$ cat src/rtl/core/h264ls_pkg.sv
// Package for the H.264 level selector: FSM states, limit table and level codes.
package h264ls_pkg;

  localparam int unsigned LevelRows = 17;
  localparam int unsigned Figures   = 6;
  localparam int unsigned RowW      = 5;
  localparam int unsigned ColW      = 3;
  localparam int unsigned LimitW    = 21;

  localparam int unsigned MbW       = 11;
  localparam int unsigned MbsW      = 21;
  localparam int unsigned NumW      = 20;
  localparam int unsigned ProdW     = 41;
  localparam int unsigned DpbW      = 26;
  localparam int unsigned QuotW     = 22;
  localparam int unsigned RateW     = 23;
  localparam int unsigned VbvW      = 22;
  localparam int unsigned FigW      = 26;
  localparam int unsigned CntW      = 5;

  localparam logic [7:0] ProfBaseline = 8'd66;
  localparam logic [7:0] ProfMain     = 8'd77;
  localparam logic [7:0] ProfHi444    = 8'd244;

  typedef enum logic [2:0] {
    ST_IDLE,
    ST_MBS,
    ST_MUL,
    ST_DIVI,
    ST_DIV,
    ST_RND,
    ST_WALK,
    ST_OUT
  } state_e;

  // columns: field factor, MB/s, MB/frame, DPB MBs, VBV rate, VBV buffer
  localparam logic [LimitW-1:0] LvlLimit [LevelRows][Figures] = '{
    '{21'd1, 21'd1485,    21'd99,    21'd396,    21'd64,     21'd175},
    '{21'd1, 21'd1485,    21'd99,    21'd396,    21'd128,    21'd350},
    '{21'd1, 21'd3000,    21'd396,   21'd900,    21'd192,    21'd500},
    '{21'd1, 21'd6000,    21'd396,   21'd2376,   21'd384,    21'd1000},
    '{21'd1, 21'd11880,   21'd396,   21'd2376,   21'd768,    21'd2000},
    '{21'd1, 21'd11880,   21'd396,   21'd2376,   21'd2000,   21'd2000},
    '{21'd2, 21'd19800,   21'd792,   21'd4752,   21'd4000,   21'd4000},
    '{21'd2, 21'd20250,   21'd1620,  21'd8100,   21'd4000,   21'd4000},
    '{21'd2, 21'd40500,   21'd1620,  21'd8100,   21'd10000,  21'd10000},
    '{21'd2, 21'd108000,  21'd3600,  21'd18000,  21'd14000,  21'd14000},
    '{21'd2, 21'd216000,  21'd5120,  21'd20480,  21'd20000,  21'd20000},
    '{21'd2, 21'd245760,  21'd8192,  21'd32768,  21'd20000,  21'd25000},
    '{21'd2, 21'd245760,  21'd8192,  21'd32768,  21'd50000,  21'd62500},
    '{21'd2, 21'd522240,  21'd8704,  21'd34816,  21'd50000,  21'd62500},
    '{21'd1, 21'd589824,  21'd22080, 21'd110400, 21'd135000, 21'd135000},
    '{21'd1, 21'd983040,  21'd36864, 21'd184320, 21'd240000, 21'd240000},
    '{21'd1, 21'd2073600, 21'd36864, 21'd184320, 21'd240000, 21'd240000}
  };

  localparam logic [5:0] LvlCode [LevelRows] = '{
    6'd10, 6'd9, 6'd11, 6'd12, 6'd13, 6'd20, 6'd21, 6'd22, 6'd30,
    6'd31, 6'd32, 6'd40, 6'd41, 6'd42, 6'd50, 6'd51, 6'd52
  };

  function automatic logic [LimitW-1:0] lvl_limit(input logic [RowW-1:0] row,
                                                  input logic [ColW-1:0] col);
    logic [LimitW-1:0] lim;
    lim = '0;
    if ((row < RowW'(LevelRows)) && (col < ColW'(Figures))) begin
      lim = LvlLimit[row][col];
    end
    return lim;
  endfunction

  function automatic logic [5:0] lvl_code(input logic [RowW-1:0] row);
    logic [5:0] code;
    code = '0;
    if (row < RowW'(LevelRows)) begin
      code = LvlCode[row];
    end
    return code;
  endfunction

endpackage

$ cat src/rtl/core/h264_level_selector_top.sv
// H.264 level selector: bit-serial figure computation and limit table walk.
// Steps from request acceptance to m_axis_tvalid: macroblock multiply, rate
//   multiply, rate divide when the quotient fits, then the limit table walk.
// Throughput: one request in flight; the next is accepted once the previous result
//   is registered, while that result may still wait.
// Reset: rst_ni asynchronous active low; returns to idle with no result pending.
module h264_level_selector_top (
  input  logic         clk_i,
  input  logic         rst_ni,
  input  logic         s_axis_tvalid,
  output logic         s_axis_tready,
  // frame_width[13:0], frame_height[27:14], ref_count[32:28], is_interlaced[33],
  // rate_numerator[53:34], rate_denominator[73:54], profile_code[81:74],
  // vbv_rate_kbps[101:82], vbv_size_kbit[121:102], zero[127:122]
  input  logic [127:0] s_axis_tdata,
  output logic         m_axis_tvalid,
  input  logic         m_axis_tready,
  // level_code[5:0], zero[7:6]
  output logic [7:0]   m_axis_tdata
);
  import h264ls_pkg::*;

  state_e state_q, state_d;

  logic [CntW-1:0]  cnt_q, cnt_d;
  logic             intl_q, intl_d;
  logic [19:0]      den_q, den_d;
  logic [NumW-1:0]  num_q, num_d;
  logic [4:0]       refs_q, refs_d;
  logic [MbW-1:0]   mbh_q, mbh_d;
  logic [ProdW-1:0] mcand_q, mcand_d;
  logic [ProdW-1:0] prod_q, prod_d;
  logic [MbsW-1:0]  mbs_q, mbs_d;
  logic [DpbW-1:0]  dpb_q, dpb_d;
  logic [19:0]      rem_q, rem_d;
  logic [RateW-1:0] rate_q, rate_d;
  logic [VbvW-1:0]  vr_q, vr_d;
  logic [VbvW-1:0]  vb_q, vb_d;
  logic [RowW-1:0]  row_q, row_d;
  logic [ColW-1:0]  col_q, col_d;
  logic [5:0]       code_q, code_d;
  logic [5:0]       out_q, out_d;
  logic             ovld_q, ovld_d;

  logic [13:0] in_w, in_h;
  logic [7:0]  in_prof;
  logic [19:0] in_vr, in_vb;
  logic [MbW-1:0] mbw, mbh_in;
  logic [23:0] vr_mul, vb_mul;
  logic [MbsW-1:0] mbs_next;
  logic [20:0] trial;
  logic        qbit;
  logic        big;
  logic [FigW-1:0] fig;
  logic [FigW-1:0] lim;
  logic        in_rng;

  assign in_w    = s_axis_tdata[13:0];
  assign in_h    = s_axis_tdata[27:14];
  assign in_prof = s_axis_tdata[81:74];
  assign in_vr   = s_axis_tdata[101:82];
  assign in_vb   = s_axis_tdata[121:102];

  assign mbw = MbW'((15'(in_w) + 15'd15) >> 4);
  assign mbh_in = s_axis_tdata[33] ? {MbW'((15'(in_h) + 15'd31) >> 5)} << 1
                                   : MbW'((15'(in_h) + 15'd15) >> 4);

  // v*q with q in quarters, rounded half up after the divide by four
  always_comb begin
    if ((in_prof == ProfBaseline) || (in_prof == ProfMain)) begin
      vr_mul = {in_vr, 2'b00} + 24'd2;
      vb_mul = {in_vb, 2'b00} + 24'd2;
    end else if (in_prof == ProfHi444) begin
      vr_mul = {1'b0, in_vr, 3'b000} + {2'b00, in_vr, 2'b00} + 24'd2;
      vb_mul = {1'b0, in_vb, 3'b000} + {2'b00, in_vb, 2'b00} + 24'd2;
    end else begin
      vr_mul = {2'b00, in_vr, 2'b00} + 24'(in_vr) + 24'd2;
      vb_mul = {2'b00, in_vb, 2'b00} + 24'(in_vb) + 24'd2;
    end
  end

  assign mbs_next = mbs_q + (mbh_q[0] ? mcand_q[MbsW-1:0] : '0);
  assign big      = {1'b0, prod_q} >= {den_q, 22'b0};
  assign trial    = {rem_q, prod_q[QuotW-1]};
  assign qbit     = trial >= {1'b0, den_q};

  always_comb begin
    unique case (col_q)
      3'd0:    fig = FigW'(intl_q ? 2'd2 : 2'd1);
      3'd1:    fig = FigW'(rate_q);
      3'd2:    fig = FigW'(mbs_q);
      3'd3:    fig = dpb_q;
      3'd4:    fig = FigW'(vr_q);
      3'd5:    fig = FigW'(vb_q);
      default: fig = '0;
    endcase
  end

  assign lim    = FigW'(lvl_limit(row_q, col_q));
  assign in_rng = (row_q < RowW'(LevelRows)) && (col_q < ColW'(Figures));

  assign s_axis_tready = (state_q == ST_IDLE);
  assign m_axis_tvalid = ovld_q;
  assign m_axis_tdata  = {2'b00, out_q};

  always_comb begin
    state_d = state_q;
    cnt_d   = cnt_q;
    intl_d  = intl_q;
    den_d   = den_q;
    num_d   = num_q;
    refs_d  = refs_q;
    mbh_d   = mbh_q;
    mcand_d = mcand_q;
    prod_d  = prod_q;
    mbs_d   = mbs_q;
    dpb_d   = dpb_q;
    rem_d   = rem_q;
    rate_d  = rate_q;
    vr_d    = vr_q;
    vb_d    = vb_q;
    row_d   = row_q;
    col_d   = col_q;
    code_d  = code_q;
    out_d   = out_q;
    ovld_d  = ovld_q && !m_axis_tready;

    unique case (state_q)
      ST_IDLE: begin
        if (s_axis_tvalid) begin
          intl_d  = s_axis_tdata[33];
          refs_d  = s_axis_tdata[32:28];
          num_d   = s_axis_tdata[53:34];
          den_d   = s_axis_tdata[73:54];
          vr_d    = vr_mul[23:2];
          vb_d    = vb_mul[23:2];
          mcand_d = ProdW'(mbw);
          mbh_d   = mbh_in;
          mbs_d   = '0;
          cnt_d   = '0;
          state_d = ST_MBS;
        end
      end
      ST_MBS: begin
        mbs_d   = mbs_next;
        mbh_d   = mbh_q >> 1;
        mcand_d = mcand_q << 1;
        cnt_d   = cnt_q + 1'b1;
        if (cnt_q == CntW'(MbW - 1)) begin
          mcand_d = ProdW'(mbs_next);
          prod_d  = '0;
          dpb_d   = '0;
          cnt_d   = '0;
          state_d = ST_MUL;
        end
      end
      ST_MUL: begin
        prod_d  = prod_q + (num_q[0] ? mcand_q : '0);
        dpb_d   = dpb_q + (refs_q[0] ? mcand_q[DpbW-1:0] : '0);
        num_d   = num_q >> 1;
        refs_d  = refs_q >> 1;
        mcand_d = mcand_q << 1;
        cnt_d   = cnt_q + 1'b1;
        if (cnt_q == CntW'(NumW - 1)) begin
          state_d = ST_DIVI;
        end
      end
      ST_DIVI: begin
        // quotient of 2^22 or more exceeds every MB/s limit
        cnt_d  = '0;
        rate_d = '0;
        rem_d  = {1'b0, prod_q[ProdW-1:QuotW]};
        if (big) begin
          rate_d  = '1;
          row_d   = '0;
          col_d   = '0;
          state_d = ST_WALK;
        end else begin
          state_d = ST_DIV;
        end
      end
      ST_DIV: begin
        rem_d   = qbit ? 20'(trial - {1'b0, den_q}) : trial[19:0];
        rate_d  = {rate_q[RateW-2:0], qbit};
        prod_d  = prod_q << 1;
        cnt_d   = cnt_q + 1'b1;
        if (cnt_q == CntW'(QuotW - 1)) begin
          state_d = ST_RND;
        end
      end
      ST_RND: begin
        rate_d  = rate_q + RateW'(rem_q != '0);
        row_d   = '0;
        col_d   = '0;
        state_d = ST_WALK;
      end
      ST_WALK: begin
        if (in_rng) begin
          if (fig > lim) begin
            row_d = row_q + 1'b1;
          end else begin
            col_d = col_q + 1'b1;
          end
        end else begin
          // interlace recheck against the chosen row
          code_d = '0;
          if ((row_q < RowW'(LevelRows)) && (col_q == ColW'(Figures)) &&
              (FigW'(intl_q ? 2'd2 : 2'd1) <= FigW'(lvl_limit(row_q, '0)))) begin
            code_d = lvl_code(row_q);
          end
          state_d = ST_OUT;
        end
      end
      ST_OUT: begin
        if (!ovld_q || m_axis_tready) begin
          out_d   = code_q;
          ovld_d  = 1'b1;
          state_d = ST_IDLE;
        end
      end
      default: state_d = ST_IDLE;
    endcase
  end

  always_ff @(posedge clk_i or negedge rst_ni) begin
    if (!rst_ni) begin
      state_q <= ST_IDLE;
      ovld_q  <= 1'b0;
      cnt_q   <= '0;
    end else begin
      state_q <= state_d;
      ovld_q  <= ovld_d;
      cnt_q   <= cnt_d;
    end
  end

  always_ff @(posedge clk_i) begin
    intl_q  <= intl_d;
    den_q   <= den_d;
    num_q   <= num_d;
    refs_q  <= refs_d;
    mbh_q   <= mbh_d;
    mcand_q <= mcand_d;
    prod_q  <= prod_d;
    mbs_q   <= mbs_d;
    dpb_q   <= dpb_d;
    rem_q   <= rem_d;
    rate_q  <= rate_d;
    vr_q    <= vr_d;
    vb_q    <= vb_d;
    row_q   <= row_d;
    col_q   <= col_d;
    code_q  <= code_d;
    out_q   <= out_d;
  end

  a_accept_starts: assert property (@(posedge clk_i) disable iff (!rst_ni)
    (s_axis_tvalid && s_axis_tready) |=> (state_q == ST_MBS))
    else $error("accepted request did not start the macroblock multiply");

  a_rem_below_den: assert property (@(posedge clk_i) disable iff (!rst_ni)
    (state_q == ST_DIV) |-> (rem_q < den_q))
    else $error("divider remainder not below denominator");

  a_walk_bounds: assert property (@(posedge clk_i) disable iff (!rst_ni)
    (state_q == ST_WALK) |-> ((row_q <= RowW'(LevelRows)) && (col_q <= ColW'(Figures))))
    else $error("table walk out of bounds");

  a_code_range: assert property (@(posedge clk_i) disable iff (!rst_ni)
    m_axis_tvalid |-> ((m_axis_tdata[7:6] == 2'b00) && (m_axis_tdata[5:0] <= 6'd52)))
    else $error("level code out of range");

  a_result_loads_idle: assert property (@(posedge clk_i) disable iff (!rst_ni)
    ((state_q == ST_OUT) && (!m_axis_tvalid || m_axis_tready)) |=>
      (m_axis_tvalid && (state_q == ST_IDLE)))
    else $error("result not registered on a free output");

endmodule
$ cat config.mk
export PLATFORM = sky130hd
export DESIGN_NAME = h264_level_selector_top
export DESIGN_NICKNAME = d
export VERILOG_FILES = /design/src/rtl/core/h264ls_pkg.sv /design/src/rtl/core/h264_level_selector_top.sv
export SDC_FILE = /design/constraint.sdc
export NUM_CORES = 1
export LEC_CHECK = 0
export BUFFER_PORTS_ARGS = -buffer_cell sky130_fd_sc_hd__buf_4
export CAP_MARGIN = 15
export CORE_MARGIN = 3
export CORE_UTILIZATION = 35
export CTS_CLUSTER_SIZE = 12
export DETAILED_ROUTE_END_ITERATION = 10
export SYNTH_ARGS = -nofsm -noshare
export SYNTH_HDL_FRONTEND = slang
export SYNTH_SLANG_ARGS = --single-unit
$ cat constraint.sdc
create_clock -name clk_i -period 5 [get_ports clk_i]
set_clock_uncertainty 0.2 [all_clocks]
set_input_delay 0.5 -clock clk_i [delete_from_list [all_inputs] [get_ports clk_i]]
set_output_delay 0.5 -clock clk_i [all_outputs]
set_load 0.01 [all_outputs]
**After elaboration in Yosys (flattened, before gate mapping)**

Memory sizes are Yosys's and may differ from the RTL's. A register that Yosys moved wholly into a read port is not among the register bits.
Index checks and enable logic that the tools add are counted.

- Logic and storage cells: 176
- Output and inout port bits: 10
- Input bits: 132
- Bits in read-only memories: 4224
- Flip-flop bits (word level): 296
- Memories: 2

Memory list:

| name | depth | width | rd ports | clocked after memory_dff | wr ports | line | text |
|---|---|---|---|---|---|---|---|
| (no name shown) | 32 | 126 | 1 | 0 | 0 | h264ls_pkg.sv:67 | `lim = LvlLimit[row][col];` |
| (no name shown) | 32 | 6 | 1 | 1 | 0 | h264ls_pkg.sv:76 | `code = LvlCode[row];` |

- $add $sub $neg: 21
- Muxes and demuxes: 59
- Bitwise operators: 3
- Reduce and logical (&&, ||, !) cells: 35
- Eq/ne operators: 29
- Order comparisons: 8

Operators by type and width:

| kind | number |
|---|---|
| 126-bit 2-to-1 mux | 2 |
| 41-bit one-hot mux with 3 select lines | 2 |
| 21-bit 2-to-1 mux | 8 |
| 41-bit 2-to-1 mux | 4 |
| 26-bit one-hot mux with 6 select lines | 1 |
| 24-bit 2-to-1 mux | 4 |
| 20-bit one-hot mux with 2 select lines | 2 |
| 23-bit one-hot mux with 3 select lines | 1 |
| 21-bit binary-select mux with 3-bit select | 1 |
| 26-bit 2-to-1 mux | 2 |
| 26-bit one-hot mux with 2 select lines | 1 |
| 23-bit by 2-bit adder with 24-bit output (second input constant) | 2 |
| 23-bit by 22-bit adder with 24-bit output | 2 |
| 24-bit by 2-bit adder with 24-bit output (second input constant) | 2 |
| 22-bit by 2-bit adder with 23-bit output (second input constant) | 2 |
| 22-bit by 20-bit adder with 23-bit output | 2 |
| 41-bit by 42-bit greater-or-equal comparator with 1-bit output | 1 |
| 21-bit one-hot mux with 2 select lines | 1 |
| 41-bit adder | 1 |
| 20-bit 2-to-1 mux | 2 |
| 14-bit by 4-bit adder with 15-bit output (second input constant) | 2 |
| 5-bit 2-to-1 mux | 6 |
| 3-bit 2-to-1 mux | 9 |
| 26-bit adder | 1 |
| 46 further kinds | 94 |

**Longest topological paths before layout**

- Word-level depth: 12
- Depth in mapped cells: 20
- Depth with buffers taken out: 18

**Worst setup path before layout**

No wires, ideal clock.

- Path type: reg-to-reg
- From: register row_q[0]
- To: register col_q[0] (enable)
- Cell stages (with the launch flop): 20
- Setup time: 0.344 ns
- Required time: 4.456 ns
- Path slack: 0.537 ns
- Data arrival time: 3.919 ns
- Path buffers: 2
- Period minus slack after synthesis: 4.463 ns
- Path through: edfxtp_1 > clkbuf_1 > inv_1 > ha_1 > clkbuf_1 > nand2_1 > o21ai_0 > nand2_1 > o31ai_1 > a21oi_1 > o21a_1 > a2111oi_0 > o21ai_0 > ha_1 > a2111oi_0 > o221ai_1 > a221oi_1 > o21ai_0 > a211o_1 > o21ai_0

- Longest elaborated chain between the ends: 11
- Elaborated cells between the ends (all ways): 14
- Classes of those cells: order compare (2); eq/ne (2); mux (6); bitwise (1); reduce/logical (2); memory (1)

Ends and longest elaborated chain:

| element | line | text |
|---|---|---|
| from (decl) | h264_level_selector_top.sv:39 | `logic [RowW-1:0] row_q, row_d;` |
| from (signal assigned) | h264_level_selector_top.sv:251 | `row_q <= row_d;` |
| 5-bit NOT with 6-bit output (not written as such) | h264ls_pkg.sv:67 |  |
| memory 32 x 126 bit | n/a |  |
| 126-bit 2-to-1 mux (2 in a row) | n/a |  |
| 21-bit binary-select mux with 3-bit select | h264ls_pkg.sv:67 |  |
| 21-bit 2-to-1 mux (not written as such) (2 in a row) | h264ls_pkg.sv:67 |  |
| 21-bit 2-to-1 mux | h264ls_pkg.sv:66 | `if ((row < RowW'(LevelRows)) && (col < ColW'(Figures))) begin` |
| 26-bit by 21-bit greater-than comparator with 1-bit output | h264_level_selector_top.sv:199 | `if (fig > lim) begin` |
| 2-bit inequality test (no source line) | n/a |  |
| 4-bit AND reduction (no source line) (*) | n/a |  |
| to (signal assigned) | h264_level_selector_top.sv:252 | `col_q <= col_d;` |
| to (decl) | h264_level_selector_top.sv:40 | `logic [ColW-1:0] col_q, col_d;` |

Mark *: on every way between the ends. The rest lies on a longest branch, timed or not. The select of a mux whose other input is x is not followed.
A chain may end at the register's enable or synchronous reset.

**Final worst setup path**

Ends and elaborated chain as after synthesis.

==> impl_metrics.ini <==
[clocking]
clk-insertion-delay-late_ns = 0.58
cts_buffers = 38
post_cts_buffers = 0
clockBufferDepth = 3
path_clk_slew_ns = 0.06
htreeDepth = 2
cts_sinks = 302
cts_tree = done
cts_root_buf = clkbuf_16

[finish]
layout_commonest_cell = nand2_1
layout.nets = 3470
multi_input_area_um2 = 16100
syn2layout_area_growth_pct = 15.1
n_antenna_cell = 0
final_cell_mix = 347 x nand2_1, 293 x edfxtp_1, 252 x ha_1
drive_gt1_frac = 0.0963
final_core_util = 0.409
nFillCells = 7358
regArea_um2 = 9020

[grt]
grt_antenna_before_repair = 0
grt_max_degree = 47
overflow = 0
grt_pass1_wl_mm = 119
grt_usage = 0.189
grt_pass1_vias = 21596

[critical_path]
worstSetupEndpointType = register
arrival_ns = 4.62
cp_slowest_cell = a2111oi_0
critPathRequiredTime_ns = 5.05
path_class = reg2reg
crit_chain = inv_1 > ha_1 > nand2_1 > o21ai_0 > nand2_1 > o31ai_1 > a21oi_1 > o21a_1 > a2111oi_0 > o21ai_0 > ha_1 > a2111oi_0 > o221ai_1 > a221oi_1 > o21ai_0 > a211o_1 > o21ai_1
start_kind = register
cp_max_fo = 6
cpMostUsedCell = o21ai_0
slowest_delay_ns = 0.45

[logic_synthesis]
synth_edf_count = 293
synth_seq_area_share = 0.347
ys_types = 90
async_flop_share = 0.0298
yosysWarnings = 0
syn_inst = 2933
synth_ff_type = edfxtp_1
syn_avg_cell_area_um2 = 8.86
synthesis.area_um2 = 26000
synth-seq-cells = 302

[place]
place_ws_ns = 0.396
io_buffers = 133
detailed_place_hpwl_mm = 56.6
place_congestion = 0.921

[timing]
period_share = 0.914
relSlewSlack = 0.293
worstMarginPinSlew_ns = 1.06
rsz0062_at_grt = false
fmax_ghz = 0.219
setup-tns-final_ns = 0
period_needed_ns = 4.57
setup_violations = 0
fin_ws_ns = 0.428
hold_viol_final = 0
drv_slew = 0

[floorplanning]
num_rows = 99
start_util = 0.355
pin_count = 142
coreArea_um2 = 73200
fp.dieH_um = 279
dieArea_um2 = 77600
fp.dieW_um = 279

[routing]
vias_per_cell = 5.57
ant_nets = 0
wirelength_mm = 75.5
dr.pass1.iters = 7
drt_iter0_markers = 1861
wl_per_cell_um = 18.6
drc = 0
vias = 22632

[power_and_ir_drop]
leakage_nw = 12.1
ir_drop_uv = 263
p_per_area_nw_per_um2 = 593

[outcome]
status = completed

[hold_path]
hold_class = in2reg

[job]
max_cap_viol_count = 0
critical path: cells and delay by family (launching register included):
family / cells / cell delay (ns)
adders and majority gates: 2 / 0.44
and+or+nand+nor: 2 / 0.22
buffers and inverters: 1 / 0.20
AOI/OAI and AO/OA: 12 / 2.79
DFF: 1 / 0.42
sequential cells by signal, indices dropped and copies added, names as in the netlist:
name and count:
m_axis_tvalid 1, rate_q 23, mcand_q 41, mbs_q 21, vb_q 22, vr_q 22, dpb_q 26, intl_q 1
code_q 6, refs_q 5, mbh_q 11, col_q 3, out_q 6, rem_q 20, cnt_q 5, den_q 20
prod_q 41, state_q 3, row_q 5, num_q 20
metrics by stage:
stage	cells	hold WS [ns]	total power [mW]	area [um^2]
finish	4064	0.0357	17.7	29900
floorplan	2934	0.00441	12.0	26000
global placement	3955	0.132	14.8	28200
CTS	4063	0.00198	17.7	29900
detailed placement	3955	0.133	14.8	28200
global route	4064	0.00853	19.2	29900
metal layers:
metal	share of wire	vias up	track usage
met1	0.46	10592	0.259
met4	0.026	0	0.0533
met2	0.45	652	0.308
li1	-	11268	-
met3	0.059	120	0.0297
met5	0	-	0
synth_stat cells (6+ instances only):
master	count	share of area
a2111oi_0	8	0.0027
a211o_1	6	0.0020
a211oi_1	40	0.012
a21o_1	73	0.021
a21oi_1	199	0.038
a221o_1	20	0.0077
a221oi_1	10	0.0034
a222oi_1	8	0.0031
a22o_1	8	0.0027
a22oi_1	38	0.011
a311oi_1	7	0.0024
a31oi_1	33	0.0079
and2_1	119	0.029
and3_1	18	0.0043
buf_1	22	0.0032
clkbuf_1	110	0.016
dfrtp_1	9	0.0087
edfxtp_1	293	0.34
fa_1	8	0.0062
ha_1	252	0.12
inv_1	91	0.013
mux2i_1	40	0.015
nand2_1	347	0.050
nand2b_1	30	0.0072
nand3_1	78	0.015
nand3b_1	6	0.0017
nand4_1	35	0.0084
nor2_1	230	0.033
nor2b_1	39	0.0094
nor3_1	43	0.0083
nor4_1	26	0.0063
o211ai_1	23	0.0066
o21a_1	38	0.011
o21ai_0	238	0.046
o21bai_1	21	0.0061
o221ai_1	19	0.0064
o22ai_1	13	0.0031
o31a_1	11	0.0037
o31ai_1	11	0.0032
o41ai_1	7	0.0024
or3_1	14	0.0034
or4_1	10	0.0029
xnor2_1	99	0.033
xor2_1	78	0.026
power by group:
part / switching [mW] / total (mW) / internal, mW
clock network: 1.18 / 2.78 / 1.60
logic: 5.96 / 9.92 / 3.96
registers: 0.922 / 5.05 / 4.13
cells by family after synthesis:
| group | synth area share |
|---|---|
| adders and majority gates | 0.128 |
| AOI/OAI and AO/OA | 0.226 |
| xor gates and xnor gates | 0.0596 |
| buffers and inverters | 0.0347 |
| muxes | 0.0180 |
| other | 0.000144 |
| and+or+nand+nor | 0.186 |
| DFF | 0.347 |
what timing repair did:
item                                    in CTS  in global routing
endpoints found under the setup margin       0                  8
hold endpoints to repair                    49                  0
hold buffers                                41                  0
gates resized for setup                      0                  2
final cells by class:
class                      instances  area share
clock buffer                      42      0.0330
clock inverter                    25     0.00849
inverter                          92      0.0115
multi-input combinational       2399       0.539
sequential                       302       0.302
tap                              959      0.0401
timing repair buffer             245      0.0664
worst paths after layout:
path | from | slack (ns) | endpoint | cells past startpoint
max in group asynchronous | rst_ni | 4.32 | cnt_q[1] | 2
min in group asynchronous | rst_ni | 0.12 | state_q[0] | 2
worst max-delay path | row_q[0] | 0.43 | col_q[0] | 17
worst max register to register | row_q[0] | 0.43 | col_q[0] | 17
worst min-delay path | s_axis_tdata[42] | 0.04 | num_q[8] | 3
worst min register to register | code_q[2] | 0.22 | out_q[2] | 0
(Power assumes the default switching activity.)
